$ cat src/fctg_pkg.sv
`default_nettype none
package fctg_pkg;

	localparam int VOICES_DEF      = 4;
	localparam int NOTE_FRAMES_DEF = 60;

	localparam int PHASE_W = 24;
	localparam int FREQ_W  = 15;
	localparam int GAIN_W  = 8;
	localparam int SMP_W   = 16;

	localparam logic [1:0] OP_SAMPLE = 2'd0;
	localparam logic [1:0] OP_PLAY   = 2'd1;
	localparam logic [1:0] OP_STOP   = 2'd2;
	localparam logic [1:0] OP_FRAME  = 2'd3;

	localparam logic [1:0] WAVE_SQUARE   = 2'd0;
	localparam logic [1:0] WAVE_SINE     = 2'd1;
	localparam logic [1:0] WAVE_TRIANGLE = 2'd2;
	localparam logic [1:0] WAVE_NOISE    = 2'd3;

	// 2^24 / 48000 per Hz, scaled by 64
	localparam logic [14:0] STEP_MUL   = 15'd22370;
	localparam logic [15:0] LFSR_TAPS  = 16'hB400;
	localparam logic [15:0] LFSR_SEED  = 16'hACE1;

	localparam logic [14:0] SINE_TABLE [64] = '{
		15'd0,     15'd804,   15'd1608,  15'd2410,  15'd3212,  15'd4011,  15'd4808,  15'd5602,
		15'd6393,  15'd7179,  15'd7962,  15'd8739,  15'd9512,  15'd10278, 15'd11039, 15'd11793,
		15'd12539, 15'd13279, 15'd14010, 15'd14732, 15'd15446, 15'd16151, 15'd16846, 15'd17530,
		15'd18204, 15'd18868, 15'd19519, 15'd20159, 15'd20787, 15'd21403, 15'd22005, 15'd22594,
		15'd23170, 15'd23731, 15'd24279, 15'd24811, 15'd25329, 15'd25832, 15'd26319, 15'd26790,
		15'd27245, 15'd27683, 15'd28105, 15'd28510, 15'd28898, 15'd29268, 15'd29621, 15'd29956,
		15'd30273, 15'd30571, 15'd30852, 15'd31113, 15'd31356, 15'd31580, 15'd31785, 15'd31971,
		15'd32137, 15'd32285, 15'd32412, 15'd32521, 15'd32609, 15'd32678, 15'd32728, 15'd32757
	};

	// one Galois step: shift right, fold the taps in when a one falls out
	function automatic logic [15:0] lfsr_step(input logic [15:0] s);
		logic [15:0] n;
		n = {1'b0, s[15:1]};
		if (s[0]) begin
			n = n ^ LFSR_TAPS;
		end
		return n;
	endfunction

endpackage
`default_nettype wire

$ cat src/fctg_cmd_if.sv
`default_nettype none
interface fctg_cmd_if;
	logic        valid;
	logic        ready;
	logic [1:0]  operation;
	logic [1:0]  channel;
	logic [14:0] frequency_hz;
	logic [7:0]  volume;
	logic [1:0]  wave_kind;

	modport source (output valid, operation, channel, frequency_hz, volume, wave_kind,
		input ready);
	modport sink (input valid, operation, channel, frequency_hz, volume, wave_kind,
		output ready);
endinterface
`default_nettype wire

$ cat src/fctg_mix_if.sv
`default_nettype none
interface fctg_mix_if;
	logic               valid;
	logic               ready;
	logic signed [15:0] sample;

	modport source (output valid, sample, input ready);
	modport sink (input valid, sample, output ready);
endinterface
`default_nettype wire

$ cat src/fctg_wave.sv
`default_nettype none
module fctg_wave (
	input  wire logic [fctg_pkg::PHASE_W-1:0] phase,
	input  wire logic [1:0]                   wave_kind,
	input  wire logic [15:0]                  noise,
	output logic signed [fctg_pkg::SMP_W-1:0] value
);

	logic [1:0]         quad;
	logic [5:0]         idx;
	logic [6:0]         tidx;
	logic [14:0]        mag;
	logic signed [17:0] tri_hi;

	always_comb begin
		quad = phase[23:22];
		idx  = phase[21:16];
		tidx = quad[0] ? (7'd64 - {1'b0, idx}) : {1'b0, idx};
		mag  = tidx[6] ? 15'd32767 : fctg_pkg::SINE_TABLE[tidx[5:0]];
		tri_hi = 18'sd98304 - $signed({1'b0, phase[23:7]});

		unique case (wave_kind)
			fctg_pkg::WAVE_SQUARE: begin
				value = phase[23] ? -16'sd32768 : 16'sd32767;
			end
			fctg_pkg::WAVE_SINE: begin
				value = quad[1] ? -$signed({1'b0, mag}) : $signed({1'b0, mag});
			end
			fctg_pkg::WAVE_TRIANGLE: begin
				if (!phase[23]) begin
					// (p >> 7) - 32768 is the top bit flipped
					value = $signed({~phase[22], phase[21:7]});
				end else if (tri_hi > 18'sd32767) begin
					value = 16'sd32767;
				end else begin
					value = tri_hi[15:0];
				end
			end
			default: begin
				value = $signed(noise);
			end
		endcase
	end

endmodule
`default_nettype wire

$ cat src/four_channel_tone_generator.sv
// Tone generator with VOICES voices mixed into one signed 16-bit sample.
// cmd carries one item per handshake: operation, channel, frequency_hz,
// volume, wave_kind. A sample tick yields one item on mix; play, stop and
// frame tick yield none and only update the voice registers.
// An accepted item is held in the input register; a sample tick's result
// is then registered into the output register that drives mix. One item
// per cycle is taken sustained while mix does not stall: wave lookup, gain
// multiply per voice, the mix adder tree and the noise register chain all
// sit in the single stage between the input and output registers.
// Reset (arst_n low) silences every voice, clears phases and steps, and
// loads the noise register with its seed. No memories, no clearing pass.
// When mix stalls, the pending sample is held; a sample tick waiting in the
// input register holds too and cmd.ready drops, while play, stop and frame
// items keep flowing since they produce nothing for mix.
`default_nettype none
module four_channel_tone_generator #(
	parameter int VOICES      = fctg_pkg::VOICES_DEF,
	parameter int NOTE_FRAMES = fctg_pkg::NOTE_FRAMES_DEF
) (
	input  wire logic  clk,
	input  wire logic  arst_n,
	fctg_cmd_if.sink   cmd,
	fctg_mix_if.source mix
);

	localparam int FW = $clog2(NOTE_FRAMES + 1);
	localparam int SW = 17 + $clog2(VOICES);
	localparam int PW = fctg_pkg::PHASE_W;

	logic        valid_s1;
	logic [1:0]  op_s1;
	logic [1:0]  chan_s1;
	logic [14:0] freq_s1;
	logic [7:0]  vol_s1;
	logic [1:0]  wave_s1;

	logic [PW-1:0] phase_q  [VOICES];
	logic [PW-1:0] step_q   [VOICES];
	logic [7:0]    gain_q   [VOICES];
	logic [1:0]    kind_q   [VOICES];
	logic [FW-1:0] frames_q [VOICES];
	logic [15:0]   noise_q;

	logic                     mix_valid_q;
	logic signed [15:0]       mix_sample_q;

	logic                     adv;
	logic [VOICES-1:0]        active;
	logic [15:0]              noise_c   [VOICES+1];
	logic signed [15:0]       wave_v    [VOICES];
	logic signed [16:0]       contrib   [VOICES];
	logic signed [SW-1:0]     total;
	logic signed [SW-1:0]     quarter;
	logic signed [15:0]       sat;
	logic [29:0]              step_prod;

	assign adv = valid_s1 && (op_s1 != fctg_pkg::OP_SAMPLE || !mix_valid_q || mix.ready);
	assign cmd.ready  = !valid_s1 || adv;
	assign mix.valid  = mix_valid_q;
	assign mix.sample = mix_sample_q;

	always_ff @(posedge clk or negedge arst_n) begin
		if (!arst_n) begin
			valid_s1 <= 1'b0;
		end else if (cmd.ready) begin
			valid_s1 <= cmd.valid;
		end
	end

	always_ff @(posedge clk) begin
		if (cmd.ready && cmd.valid) begin
			op_s1   <= cmd.operation;
			chan_s1 <= cmd.channel;
			freq_s1 <= cmd.frequency_hz;
			vol_s1  <= cmd.volume;
			wave_s1 <= cmd.wave_kind;
		end
	end

	// noise voices step the shared register in voice order
	always_comb begin
		noise_c[0] = noise_q;
		for (int v = 0; v < VOICES; v++) begin
			active[v] = (frames_q[v] != '0) && (gain_q[v] != '0);
			if (active[v] && kind_q[v] == fctg_pkg::WAVE_NOISE) begin
				noise_c[v+1] = fctg_pkg::lfsr_step(noise_c[v]);
			end else begin
				noise_c[v+1] = noise_c[v];
			end
		end
	end

	for (genvar g = 0; g < VOICES; g++) begin : g_voice
		logic signed [24:0] prod;

		fctg_wave u_wave (
			.phase     (phase_q[g]),
			.wave_kind (kind_q[g]),
			.noise     (noise_c[g+1]),
			.value     (wave_v[g])
		);

		// floor(prod / 256) is the upper bits
		assign prod       = 25'(wave_v[g]) * 25'($signed({1'b0, gain_q[g]}));
		assign contrib[g] = active[g] ? prod[24:8] : 17'sd0;
	end

	always_comb begin
		total = '0;
		for (int v = 0; v < VOICES; v++) begin
			total = total + SW'(contrib[v]);
		end
		quarter = total >>> 2;
		if (quarter > SW'(32767)) begin
			sat = 16'sd32767;
		end else if (quarter < -SW'(32768)) begin
			sat = -16'sd32768;
		end else begin
			sat = quarter[15:0];
		end
	end

	assign step_prod = 30'(freq_s1) * 30'(fctg_pkg::STEP_MUL);

	always_ff @(posedge clk or negedge arst_n) begin
		if (!arst_n) begin
			for (int v = 0; v < VOICES; v++) begin
				phase_q[v]  <= '0;
				step_q[v]   <= '0;
				gain_q[v]   <= '0;
				kind_q[v]   <= '0;
				frames_q[v] <= '0;
			end
			noise_q <= fctg_pkg::LFSR_SEED;
		end else if (adv) begin
			unique case (op_s1)
				fctg_pkg::OP_SAMPLE: begin
					for (int v = 0; v < VOICES; v++) begin
						if (active[v]) begin
							phase_q[v] <= phase_q[v] + step_q[v];
						end
					end
					noise_q <= noise_c[VOICES];
				end
				fctg_pkg::OP_PLAY: begin
					for (int v = 0; v < VOICES; v++) begin
						if (int'(chan_s1) == v) begin
							phase_q[v]  <= '0;
							step_q[v]   <= step_prod[29:6];
							gain_q[v]   <= vol_s1;
							kind_q[v]   <= wave_s1;
							frames_q[v] <= FW'(NOTE_FRAMES);
						end
					end
				end
				fctg_pkg::OP_STOP: begin
					for (int v = 0; v < VOICES; v++) begin
						if (int'(chan_s1) == v) begin
							gain_q[v]   <= '0;
							frames_q[v] <= '0;
						end
					end
				end
				default: begin
					for (int v = 0; v < VOICES; v++) begin
						if (frames_q[v] != '0) begin
							frames_q[v] <= frames_q[v] - FW'(1);
						end
					end
				end
			endcase
		end
	end

	always_ff @(posedge clk or negedge arst_n) begin
		if (!arst_n) begin
			mix_valid_q <= 1'b0;
		end else if (adv && op_s1 == fctg_pkg::OP_SAMPLE) begin
			mix_valid_q <= 1'b1;
		end else if (mix.ready) begin
			mix_valid_q <= 1'b0;
		end
	end

	always_ff @(posedge clk) begin
		if (adv && op_s1 == fctg_pkg::OP_SAMPLE) begin
			mix_sample_q <= sat;
		end
	end

	a_tick_gives_sample: assert property (@(posedge clk) disable iff (!arst_n)
		adv && op_s1 == fctg_pkg::OP_SAMPLE |=> mix.valid)
		else $error("sample tick did not produce a mix item");

	a_no_spurious_sample: assert property (@(posedge clk) disable iff (!arst_n)
		!mix.valid && !(adv && op_s1 == fctg_pkg::OP_SAMPLE) |=> !mix.valid)
		else $error("mix item without a sample tick");

	a_stall_holds_input: assert property (@(posedge clk) disable iff (!arst_n)
		!cmd.ready |-> valid_s1 && op_s1 == fctg_pkg::OP_SAMPLE && mix.valid && !mix.ready)
		else $error("input stalled without a blocked sample");

	a_noise_nonzero: assert property (@(posedge clk) disable iff (!arst_n)
		noise_q != '0)
		else $error("noise register collapsed to zero");

	a_frames_bound: assert property (@(posedge clk) disable iff (!arst_n)
		frames_q[0] <= FW'(NOTE_FRAMES))
		else $error("frame counter above note length");

endmodule
`default_nettype wire

$ cat src/flat_wrapper.sv
// flat-port wrapper written by rule: the top's interface ports become plain ports
module four_channel_tone_generator_flat 
#(
	parameter int VOICES      = fctg_pkg::VOICES_DEF,
	parameter int NOTE_FRAMES = fctg_pkg::NOTE_FRAMES_DEF
)
  (clk, arst_n, cmd_valid, cmd_operation, cmd_channel, cmd_frequency_hz, cmd_volume, cmd_wave_kind, cmd_ready, mix_valid, mix_sample, mix_ready);
  fctg_cmd_if cmd_i ();
  fctg_mix_if mix_i ();
  input  wire logic clk;
  input  wire logic arst_n;
  input wire logic [$bits(cmd_i.valid)-1:0] cmd_valid;
  input wire logic [$bits(cmd_i.operation)-1:0] cmd_operation;
  input wire logic [$bits(cmd_i.channel)-1:0] cmd_channel;
  input wire logic [$bits(cmd_i.frequency_hz)-1:0] cmd_frequency_hz;
  input wire logic [$bits(cmd_i.volume)-1:0] cmd_volume;
  input wire logic [$bits(cmd_i.wave_kind)-1:0] cmd_wave_kind;
  output wire logic [$bits(cmd_i.ready)-1:0] cmd_ready;
  output wire logic [$bits(mix_i.valid)-1:0] mix_valid;
  output wire logic [$bits(mix_i.sample)-1:0] mix_sample;
  input wire logic [$bits(mix_i.ready)-1:0] mix_ready;
  assign cmd_i.valid = cmd_valid;
  assign cmd_i.operation = cmd_operation;
  assign cmd_i.channel = cmd_channel;
  assign cmd_i.frequency_hz = cmd_frequency_hz;
  assign cmd_i.volume = cmd_volume;
  assign cmd_i.wave_kind = cmd_wave_kind;
  assign cmd_ready = cmd_i.ready;
  assign mix_valid = mix_i.valid;
  assign mix_sample = mix_i.sample;
  assign mix_i.ready = mix_ready;
  four_channel_tone_generator #(.VOICES(VOICES), .NOTE_FRAMES(NOTE_FRAMES)) u_core (.clk(clk), .arst_n(arst_n), .cmd(cmd_i), .mix(mix_i));
endmodule
$ cat config.mk
export PLATFORM = sky130hd
export DESIGN_NAME = four_channel_tone_generator_flat
export DESIGN_NICKNAME = d
export VERILOG_FILES = /design/src/fctg_pkg.sv /design/src/fctg_cmd_if.sv /design/src/fctg_mix_if.sv /design/src/fctg_wave.sv /design/src/four_channel_tone_generator.sv /design/src/flat_wrapper.sv
export SDC_FILE = /design/constraint.sdc
export NUM_CORES = 2
export LEC_CHECK = 0
export ABC_AREA = 1
export BUFFER_PORTS_ARGS = -buffer_cell sky130_fd_sc_hd__buf_4
export CELL_PAD_IN_SITES_DETAIL_PLACEMENT = 0
export CELL_PAD_IN_SITES_GLOBAL_PLACEMENT = 1
export CORE_UTILIZATION = 37
export CTS_CLUSTER_SIZE = 14
export DETAILED_ROUTE_END_ITERATION = 16
export PLACE_DENSITY_LB_ADDON = 0.1
export RECOVER_POWER = 25
export REMOVE_ABC_BUFFERS = 1
export SYNTH_ARGS = -nofsm -noshare
export SYNTH_HDL_FRONTEND = slang
export SYNTH_SLANG_ARGS = --single-unit
$ cat constraint.sdc
create_clock -name clk -period 11.8 [get_ports clk]
set_input_delay 1.18 -clock clk [delete_from_list [all_inputs] [get_ports clk]]
set_output_delay 1.18 -clock clk [all_outputs]
set_load 0.02 [all_outputs]
==> impl_summary.md <==
Yosys
The commonest register cell after synthesis is sky130_fd_sc_hd__dfrtp_1. The cell area after synthesis is 50,800 um^2. The yosys synthesis warning count is 0. In this run the biggest area consumer among cell types represents 20.1% of the synthesized area. The gate count after technology mapping is 7,097. In the post-synthesis netlist, the biggest area contributors are sky130_fd_sc_hd__fa_1, sky130_fd_sc_hd__dfrtp_1, sky130_fd_sc_hd__ha_1.

The cell type contributing the most total cell area after synthesis is sky130_fd_sc_hd__fa_1. The part of the Yosys area used for sequential elements is 16.2%. The number of distinct library cells after synthesis is 78. Counting flops with an async set or reset pin after synthesis yields a share of 85.9%. Synthesis inferred 319 register bits. The synthesized design contains 45 enable-type register cells. The synthesized area per cell is 7.16 um^2.

Worst setup path
The critical path class is reg2reg. The highest-delay cell along the critical path is sky130_fd_sc_hd__fa_2. The source of the worst register-to-register timing path is u_core.phase_q[65]. The top fanout value on the critical path is 15. Data on the critical path arrives at its endpoint at 11.55 ns.

At the worst endpoint, the required time is 12.28 ns. STA classifies the critical path endpoint as a flop. The worst setup path is launched from a flop. Measured in cells, the most critical reg-to-reg path has a length of 47. In this design, the stage delay of the slowest critical-path cell is 0.70 ns.

The slack of the worst reg-to-reg path is 0.73 ns. The worst register-to-register path ends at u_core.mix.sample[3]. The number of buffer and inverter stages on the critical path is 9. The cell with the most instances on the worst path is sky130_fd_sc_hd__inv_1. The critical path's top delay family is adder cells.

Clock network
The clock tree from TritonCTS is yes. The clock insertion delay at the later pin of the skew report is 0.62 ns. The CTS sink count is 319.

The clock buffer count from CTS is 44. The count of H-tree levels built during CTS is 2. The tree is rooted in a sky130_fd_sc_hd__clkbuf_16. Clock-pin slew was measured on the worst setup and hold paths at 0.06 ns. The largest buffer count on any clock path is 3.

Placement
The congestion estimate from routability-driven global placement came to 0.944. The post-detailed-placement half-perimeter wirelength is 142 mm. The count of input and output buffers is 50.

Finish
The sequential cells in the finished layout cover a total of 8220 um^2. The filler cells instantiated in the layout total 14,528. The share of layout cells above drive strength 1 is 6.50%. The layout-stage area growth over the synthesis result is 8.60%. The commonest non-fill, non-tap cell in the layout is sky130_fd_sc_hd__nand2_1. The number of inserted diodes is 0. The area of the multi-input gates is 36,900 um^2. The net count of the finished layout is 8,147.

In the layout the commonest cells are sky130_fd_sc_hd__nand2_1, sky130_fd_sc_hd__inv_1, sky130_fd_sc_hd__nor2_1.

Die
The die covers 139,000 um^2. The die is 373 um tall. In this run the count of I/O pins placed on the die edge is 51. The count of standard-cell rows is 135. The die width is 373 um. Once the floorplan was initialized, standard cells occupied 37.4% of the core.

The total area inside the core boundary comes to 136,000 um^2.

STA
The part of the cycle the worst path needs is 93.8%. The worst clock skew is 0.0322 ns. Setup violations remaining at the end of the flow were counted as 0. For the pin with the worst max-slew slack, the measured transition is 5.49 ns.

The achievable clock frequency is 0.0903 GHz. The number of hold violations in the final report is 0. The total negative setup slack is 0 ns.

The worst pin sits at a relative slew slack of -266%. The final max-slew violation count is 244. Hold is met by 0.480 ns. The time the worst path needs with I/O delays and setup is 11.07 ns.

Detailed routing
The count of TritonRoute iterations in the first routing pass is 7. The final layout contains routed wiring with a total length of 172 mm. The per-cell routed wire length is 19.3 um. Detailed routing inserted a total of 46,445 vias. After detailed routing, the number of remaining DRC violations is 0. After detailed routing, the number of vias per cell comes to 5.19. The count of nets left with antenna violations once routing finished came out at 0. For this block, the initial DRC count from the detailed router was 3,376.

GRT
The number of antenna violations at the first check in global routing is 8. The via count of the first global-routing pass came to 46,750. Global routing consumed, over all layers together, 25.2% of the routing resources. Summed over all layers, the global routing overflow is 0. The first global-routing pass estimated 273 mm of wire. Entering global routing, the biggest net connects 127 pins.

Hold path
The startpoint identified for the worst hold timing path is u_core.step_q[74]. For hold timing, the worst endpoint is u_core.step_q[74]. The worst hold path passes through 2 cells. The min-delay analysis places its worst path in the category reg2reg.

Flow run
Max-cap violations in this run came to 3.

Run status
The flow ran to the end, but the final reports show violations. The checks that failed: capacitance limit, slew limit.
-- tightest hold or removal path, cell delays in order (launching register included) --
cell and delay (ns):
sky130_fd_sc_hd__dfrtp_1 0.35, sky130_fd_sc_hd__nand2_1 0.05, sky130_fd_sc_hd__nand2_1 0.04
-- kinds of logic after synthesis --
group | after synthesis | share of synthesized area [%]
mux | 1 | 0.0197
buf+inv | 1494 | 11.4
xor+xnor | 162 | 2.86
simple gates | 2823 | 23.1
compound gates | 1318 | 14.8
fa+ha+maj | 980 | 31.7
flops | 319 | 16.2
-- stage by stage --
stage	std cells	setup WS, ns	utilization, %	area [um^2]
global placement	8863	-0.0929	39.4	53500
detailed placement	8863	-0.0569	39.4	53500
floorplan	6893	1.26	-	49800
finish	8950	0.726	40.6	55200
global route	8950	-0.0257	40.6	55200
CTS	8944	0.0942	40.5	55000
-- Yosys cell counts, drive strengths merged (19+ instances only) --
library cell	n
or2	31
edfxtp	45
xor2	108
nand3	405
o211ai	84
inv	1273
o21ai	597
buf	84
nand4	41
a21oi	391
o22ai	62
nor3	79
nor2	727
a31oi	39
nand2	1506
ha	470
xnor2	54
dfrtp	266
o221ai	19
fa	510
o21bai	20
clkbuf	120
-- state kept, by name, summed over array words and instances, names as in the netlist --
register           cells
u_core.chan_s1         2
u_core.frames_q       24
u_core.freq_s1        15
u_core.gain_q         32
u_core.kind_q          8
u_core.mix.sample     16
u_core.mix.valid       1
u_core.noise_q        16
u_core.op_s1           2
u_core.phase_q        96
u_core.step_q         96
u_core.valid_s1        1
u_core.vol_s1          8
u_core.wave_s1         2
-- worst max path at each step --
| stage | startpoint | end | depth (start not counted) |
|---|---|---|---|
| finish | u_core.phase_q[65] | u_core.mix.sample[3] | 47 |
| global route | u_core.phase_q[65] | u_core.mix.sample[3] | 51 |
| detailed placement | u_core.frames_q[18] | u_core.mix.sample[13] | 56 |
| floorplan | u_core.phase_q[64] | u_core.mix.sample[13] | 50 |
| CTS | u_core.frames_q[18] | u_core.mix.sample[13] | 56 |
| global placement | u_core.frames_q[18] | u_core.mix.sample[10] | 48 |
-- timing repair --
item / CTS / global route
pin swaps: 0 / 5
gates resized for setup: 2 / 52
setup buffers: 0 / 6
hold buffers: 0 / 0
endpoints found under the setup margin: 1 / 16
-- layout make-up --
| class | count | share of cell area, % |
|---|---|---|
| multi-input cells | 5284 | 66.9 |
| flip-flops and latches | 319 | 14.9 |
| inverters | 1290 | 8.79 |
| well taps | 1781 | 4.04 |
| repair buffers | 195 | 2.64 |
| clock buffers | 49 | 2.10 |
| clock inverters | 32 | 0.610 |
-- metal layers --
layer / vias up / share of wire (%) / track usage, % / wire length (um)
met2: 1047 / 46 / 41.6 / 79200
li1: 22825 / - / - / -
met3: 194 / 4.4 / 2.21 / 7590
met1: 22379 / 47 / 35.6 / 81800
met5: - / 0 / 0 / 0
met4: 0 / 2.2 / 5.62 / 3870
Power is not shown: default switching activity piles up to over one toggle a cycle in this logic, so the estimate is an artifact.
